$ cat config.mk
export PLATFORM = sky130hd
export DESIGN_NAME = dcc_level
export DESIGN_NICKNAME = d
export VERILOG_FILES = /design/src/dcc_pkg.sv /design/src/dcc_level.sv
export SDC_FILE = /design/constraint.sdc
export NUM_CORES = 2
export LEC_CHECK = 0
export ABC_AREA = 0
export BUFFER_PORTS_ARGS = -buffer_cell sky130_fd_sc_hd__buf_4
export CAP_MARGIN = 5
export CELL_PAD_IN_SITES_DETAIL_PLACEMENT = 0
export CELL_PAD_IN_SITES_GLOBAL_PLACEMENT = 1
export CORE_MARGIN = 3
export CORE_UTILIZATION = 45
export DETAILED_ROUTE_END_ITERATION = 7
export PLACE_DENSITY = 0.74
export RECOVER_POWER = 100
export SYNTH_ARGS = -nofsm -noshare
export SYNTH_HDL_FRONTEND = slang
export SYNTH_SLANG_ARGS = --single-unit
$ cat constraint.sdc
create_clock -name clk -period 8.64 [get_ports clk]
set_input_delay 1.296 -clock clk [delete_from_list [all_inputs] [get_ports clk]]
set_output_delay 1.296 -clock clk [all_outputs]
set_load 0.01 [all_outputs]
$ cat src/dcc_pkg.sv
// shared constants, register indexes and sideband type of the depth code converter
// used by every module of the block; no dependencies
package dcc_pkg;

  localparam logic [31:0] LEVEL_MAX     = 32'h7FFF_FFFF;
  localparam logic [31:0] LEVEL_ODD     = 32'h8000_0000;

  // studio-range expansion, floor(x*1.164) as (x*LUMA_RECIP) >> 16
  localparam logic [7:0]  LUMA_LO       = 8'd16;
  localparam logic [7:0]  LUMA_HI       = 8'hEB;
  localparam logic [7:0]  LUMA_TOP      = 8'hFF;
  localparam logic [16:0] LUMA_RECIP    = 17'd76284;

  // ramp index boundaries
  localparam logic [7:0]  ZERO_IDX      = 8'd9;
  localparam logic [7:0]  NEAR_IDX      = 8'd17;
  localparam logic [7:0]  FAR_IDX       = 8'd224;
  localparam logic [7:0]  TOP_IDX       = 8'd240;

  // step = (far-near)/207 as a reciprocal multiply with one correction
  localparam logic [7:0]  RAMP_DIV      = 8'd207;
  localparam logic [31:0] RAMP_RECIP    = 32'd2655825187;
  localparam int          RAMP_SHIFT    = 39;
  localparam int          STEP_W        = 64 - RAMP_SHIFT;

  localparam logic [23:0] FULL24        = 24'd16777215;
  localparam logic [23:0] FULL16        = 24'd65535;

  localparam int          NUM_W         = 88;
  localparam int          DEN_W         = 64;
  localparam int          QBITS         = 33;
  localparam int          CMP_W         = DEN_W + QBITS;

  localparam logic [2:0]  REG_NEAR_LEVEL  = 3'd0;
  localparam logic [2:0]  REG_FAR_LEVEL   = 3'd1;
  localparam logic [2:0]  REG_NEAR_PLANE  = 3'd2;
  localparam logic [2:0]  REG_FAR_PLANE   = 3'd3;
  localparam logic [2:0]  REG_LUMA_EXPAND = 3'd4;
  localparam logic [2:0]  REG_DIRECT_MODE = 3'd5;
  localparam logic [2:0]  REG_DEPTH_16BIT = 3'd6;

  typedef struct packed {
    logic [31:0] dir_val;
    logic        direct;
    logic        d16;
    logic        bad;
    logic        zero;
  } side_t;

endpackage

$ cat src/dcc_level.sv
// code linearization and piecewise level mapping, four register stages
// depends on dcc_pkg
module dcc_level import dcc_pkg::*; (
  input  logic        clk,
  input  logic        rst_n,
  input  logic        en,
  input  logic        in_valid,
  input  logic [7:0]  in_code,
  input  logic [31:0] near_level,
  input  logic [31:0] far_level,
  input  logic        luma_expand,
  output logic        lv_valid,
  output logic [31:0] lv_level
);

  logic [31:0] n_lvl, f_lvl;
  logic [7:0]  code_off, lin_nxt;
  logic [24:0] lin_prod;

  logic              v1_r, v2_r, v3_r, v4_r;
  logic [7:0]        lin1_r, lin2_r, lin3_r;
  logic [31:0]       diff1_r, diff2_r;
  logic [63:0]       prod2_r;
  logic [STEP_W-1:0] step3_r;
  logic [31:0]       level4_r;

  logic [STEP_W-1:0] q0;
  logic [32:0]       q0_mul, rem3;
  logic [STEP_W-1:0] step_nxt;
  logic [7:0]        lin_off;
  logic [32:0]       ramp_full;
  logic [31:0]       level_nxt;

  assign n_lvl = (near_level == LEVEL_ODD) ? LEVEL_MAX : near_level;
  assign f_lvl = (far_level == LEVEL_ODD) ? LEVEL_MAX : far_level;

  always_comb begin
    code_off = in_code - LUMA_LO;
    lin_prod = 25'(code_off) * 25'(LUMA_RECIP);
    if (!luma_expand) begin
      lin_nxt = in_code;
    end else if (in_code < LUMA_LO) begin
      lin_nxt = 8'd0;
    end else if (in_code > LUMA_HI) begin
      lin_nxt = LUMA_TOP;
    end else begin
      lin_nxt = lin_prod[23:16];
    end
  end

  // estimate is at most one short of the true quotient
  always_comb begin
    q0       = prod2_r[63:RAMP_SHIFT];
    q0_mul   = 33'(q0) * 33'(RAMP_DIV);
    rem3     = 33'(diff2_r) - q0_mul;
    step_nxt = q0 + STEP_W'(rem3 >= 33'(RAMP_DIV));
  end

  always_comb begin
    lin_off   = lin3_r - NEAR_IDX;
    ramp_full = 33'(lin_off) * 33'(step3_r);
    if (lin3_r < ZERO_IDX) begin
      level_nxt = 32'd0;
    end else if (lin3_r < NEAR_IDX) begin
      level_nxt = n_lvl;
    end else if (lin3_r < FAR_IDX) begin
      level_nxt = n_lvl + ramp_full[31:0];
    end else if (lin3_r < TOP_IDX) begin
      level_nxt = f_lvl;
    end else begin
      level_nxt = LEVEL_MAX;
    end
  end

  always_ff @(posedge clk) begin
    if (!rst_n) begin
      v1_r <= 1'b0;
      v2_r <= 1'b0;
      v3_r <= 1'b0;
      v4_r <= 1'b0;
    end else if (en) begin
      v1_r <= in_valid;
      v2_r <= v1_r;
      v3_r <= v2_r;
      v4_r <= v3_r;
    end
  end

  always_ff @(posedge clk) begin
    if (en) begin
      lin1_r   <= lin_nxt;
      diff1_r  <= f_lvl - n_lvl;
      lin2_r   <= lin1_r;
      diff2_r  <= diff1_r;
      prod2_r  <= 64'(diff1_r) * 64'(RAMP_RECIP);
      lin3_r   <= lin2_r;
      step3_r  <= step_nxt;
      level4_r <= level_nxt;
    end
  end

  assign lv_valid = v4_r;
  assign lv_level = level4_r;

endmodule

# Word-level counts from Yosys, hierarchy flattened
# Index checks and enable logic that the tools add are counted.
[totals]
register_bits = 213
in_bits = 77
word_cells = 39
[classes]
addsub = 6
n_mul = 4
n_lt_le_gt_ge = 7
n_eq_ne = 2
mux = 8
[op_table]
columns = ["cell", "count"]
rows = [
  ["two-way mux 32 bit", 5],
  ["equality test 32 bit, second input constant", 2],
  ["multiplier 32 x 32 -> 64 bit, second input constant", 1],
  ["greater-or-equal comparator 33 x 8 -> 1 bit, second input constant", 1],
  ["multiplier 25 x 8 -> 33 bit, second input constant", 1],
  ["subtractor 32 x 33 -> 33 bit", 1],
  ["adder 32 bit", 1],
  ["multiplier 8 x 25 -> 32 bit", 1],
  ["subtractor 32 bit", 1],
  ["adder 25 x 1 -> 25 bit", 1],
  ["two-way mux 8 bit", 3],
  ["multiplier 8 x 15 -> 22 bit, second input constant", 1],
  ["less-than comparator 8 x 5 -> 1 bit, second input constant", 2],
  ["less-than comparator 8 bit, second input constant", 2],
  ["subtractor 8 x 5 -> 8 bit, second input constant", 2],
  ["greater-than comparator 8 bit, second input constant", 1],
  ["less-than comparator 8 x 4 -> 1 bit, second input constant", 1],
]

# Depth between registers and ports, before layout
[logic_depth]
ltp_word = 5
depth_mapped = 32
ltp_nobuf = 31

# Least setup slack after synthesis
# OpenSTA, ideal clock, no wires.
[synth_path]
kind = "register to register"
start = "register diff1_r[16]"
end = "register prod2_r[48] (data pin)"
setup_time_ns = 0.258
arrival_time_ns = 6.673
slack_ns = 1.709
stages_incl_launch_ff = 24
path_buffers = 0
path_cell_list = "edfxtp_1 -> ha_1 -> inv_1 -> fa_1 -> fa_1 -> inv_1 -> fa_1 -> inv_1 -> fa_1 -> inv_1 -> fa_1 -> fa_1 -> fa_1 -> ha_1 -> a21o_1 -> a31o_1 -> a221oi_1 -> o311a_1 -> o21ai_1 -> o31a_1 -> a21oi_1 -> o31ai_2 -> a21oi_1 -> xnor2_1"
[synth_between]
elab_chain_len = 1
[synth_rtl]
columns = ["element", "line_no", "rtl"]
rows = [
  ["start, declared", "dcc_level.sv:22", "logic [31:0] diff1_r, diff2_r;"],
  ["start signal, assigned", "dcc_level.sv:92", "diff1_r <= f_lvl - n_lvl;"],
  ["multiplier 32 x 32 -> 64 bit", "dcc_level.sv:95", "prod2_r <= 64'(diff1_r) * 64'(RAMP_RECIP);"],
  ["end signal, assigned", "dcc_level.sv:95", ""],
  ["end, declared", "dcc_level.sv:23", "logic [63:0] prod2_r;"],
]
# Every way passes these cells.
# A chain may end at the register's enable or synchronous reset.

# Worst setup path in the final report
[layout_path]
start = "register diff1_r[15]"
end = "register prod2_r[48] (data pin)"
# Same word-level chain as after synthesis.

==> metrics <==
RR Endpoint prod2_r[48]; RSZ-0062 raised after global routing no; worst-path fanout max 11; R2R setup slack roughly 460 ps; slowest CP cell clkbuf_1; layout cells sized above 1 under 10%; Post-Synth Adder-Cell Area a little under three fifths; failing checks max-capacitance violations, max-slew violations; Die Ht between 300 and 400 um; synthesized area approximately 40,000 sq um; area delta synth->final 7.10%; top cells by count, synth 990 x inv_1, 701 x fa_1, 689 x ha_1; post-synthesis compound-gate area fraction between 8 and 9%; Setup crit end prod2_r[48]; DRC errors left 0; crit path launch diff1_r[15]; R2R cell count 22; count of final hold-check violations 0; Clock Skew roughly 25 ps; Std-Cell Rows 108; # IOs between 100 and 150; Min Hold Slack just over 400 ps; most used cell, CP fa_1; main area contributors after synthesis fa_1 35%, ha_1 22%, edfxtp_1 13%, inv_1 9.3%, xnor2_1 2.2%; top_reg_cell synth edfxtp_1; Final ANT Viol Nets 0; Worst EP arrival roughly 8400 ps; # clock sinks 174; # fillers 8,290; Die W around 300 um; Setup-failing EPs final 0; final setup TNS 0 ps; DR iter-0 viols approximately 1,700; Hold WC Path Type reg -> reg; Post-Syn Nets about 5,400; Global Route Usage Sum 24.6%; relative slew slack -199%; vias in the first global route about 29,000; core area slightly below 90,000 sq um; htree depth 4; CTS Buf Count 17; WL/cell between 20 and 25 um; Mapped Cells about 3,900; Final #Nets ~5,500; DR vias 27,522; PostCTS Resize Cnt 0; synth warn 0; Post-CTS Setup Bufs 0; initial antenna violation count 2; status finished, violations left; die area 92,100 sq um; drt pass-1 iters 5; worst slew pin tran about 4500 ps; Worst Setup End Kind register; worst path required time ~9000 ps; post-synthesis cell type count 86; Hold-fix buffers, CTS 0; max incr delay on CP about 1100 ps; Slew Limit Fails 179; crit path cell chain clkbuf_1 -> ha_1 -> ha_1 -> inv_1 -> fa_1 -> fa_1 -> fa_1 -> fa_1 -> inv_1 -> fa_1 -> ha_1 -> ha_1 -> o21a_1 -> a21oi_1 -> a211o_1 -> or4_1 -> o21ai_0 -> o31a_1 -> a21oi_1 -> o31ai_1 -> a21oi_1 -> xnor2_1; post-detail-place hpwl approximately 93,000 um; first-pass GRT wire length between 150,000 and 200,000 um; XOR/XNOR share of the synthesized area just under 3%; RR Startpoint diff1_r[15]; port buffer count 109; count of flip-flops with a built-in enable after synthesis 170; GP Congestion 0.964; total wire length ~110,000 um; Worst Setup Start Kind register; post-synthesis register bit count roughly 170; sequential cell area fraction in the yosys report a little over an eighth; portion of netlist area occupied by mux cells less than 1%; DR vias/cell 5.27; clk_lat worst skew between 400 and 500 ps; post-layout min period approximately 8000 ps; Initial Util 45.6%; Max Freq roughly 120 MHz; post-synth top area share about a third; asr flop ratio synth 0%; Max Cap Viol 3; post-synthesis average cell area 10.1 sq um; Max clock buf depth 2; clock slew at reported path FFs ~80 ps; largest net degree at the start of global routing between 70 and 80; most common cell in the synthesized netlist inv_1; final worst-path cycle share between 90% and 100%; largest family of logic cells by synthesized area adder cells; Synth area leader fa_1; CTS tree built; critical path class reg -> reg; GRT Residual Overflow 0; hold_sp lin2_r[1]; Post-Synth Simple-Gate Area slightly below 9%; clock root buffer clkbuf_16
cells in the final DEF (no fill, tap or decap), drive strengths merged, types with 6 or more instances in the layout:
cell type,n
clkbuf,81
a211oi,30
o2111ai,6
o22ai,24
a21oi,151
o21ai,79
xor2,30
mux2i,7
a21o,64
buf,100
o31ai,8
edfxtp,170
nor4,22
and2,59
nor2b,94
nand3,41
and3,12
or3,7
nor2,108
or2,64
a211o,6
clkinv,6
o31a,6
inv,997
a21boi,6
nand2,166
nor3,25
xnor2,99
fa,701
o21bai,10
o21a,21
nand4,30
a31oi,21
ha,689
nand2b,22
o211ai,12
o221ai,15
worst min-delay path by stage:
stage          slack, ps         to  cells after the start
2_1_floorplan        400  lin2_r[0]                      0
3_3_place_gp         400  lin2_r[0]                      0
3_5_place_dp         400  lin2_r[2]                      0
4_1_cts              410  lin3_r[1]                      0
5_1_grt              420  lin3_r[1]                      0
6_report             410  lin3_r[1]                      0
cell families (layout without fill, tap and decap cells):
logic type	Yosys count	in the layout
other cells	0	2
simple gates	673	673
compound gates	501	501
fa+ha+maj	1390	1390
flops	174	174
buf+inv	1049	1185
xor+xnor	130	130
mux	8	8
area by class of cell:
type                            instances  area (sq um)  share of cell area [%]
Timing Repair Buffer                  163           988                    2.32
Multi-Input combinational cell       2702         30700                    72.0
Clock buffer                           18           439                    1.03
Clock inverter                         14           148                   0.346
Sequential cell                       174          5180                    12.2
Tap cell                             1155          1450                    3.39
Inverter                              990          3720                    8.71
Antenna cell                            2          5.00                  0.0117
worst max-delay path, delay by kind of cell (launching register included):
kind	cells	cell delay, ps
AO/OA/AOI/OAI	8	1890
XOR/XNOR	1	140
adder cells (fa/ha/maj)	9	3830
buffers and inverters	3	1180
flip-flops	1	410
AND/OR/NAND/NOR	1	460
per-layer routing:
| layer | global-route usage [%] | wire, um | vias to the layer above | share of wire [%] |
|---|---|---|---|---|
| li1 | - | - | 12835 | - |
| met1 | 35.2 | 49700 | 13812 | 45 |
| met2 | 40.2 | 51700 | 751 | 47 |
| met3 | 2.87 | 5970 | 124 | 5.4 |
| met4 | 5.71 | 2560 | 0 | 2.3 |
| met5 | 0 | 0 | - | 0 |
sequential cells by signal, summed over array words and instances, names as in the netlist:
signal and cells:
lv_level 32, diff2_r 32, step3_r 25, prod2_r 25
lin3_r 8, v1_r 1, lin1_r 8, diff1_r 32
v2_r 1, v3_r 1, lin2_r 8, lv_valid 1
per-stage QoR:
step                      utilization [%]  std cells  instance area (sq um)  setup WS, ps
after floorplan                         -       3925                  39800          1710
after global placement               48.5       5184                  42300           843
after detailed placement             48.5       5184                  42300           826
after CTS                            49.2       5216                  42900           783
after global routing                 48.9       5216                  42600           216
final                                48.9       5218                  42700           456
Power is not shown: default switching activity piles up to over one toggle a cycle in this logic, so the estimate is an artifact.
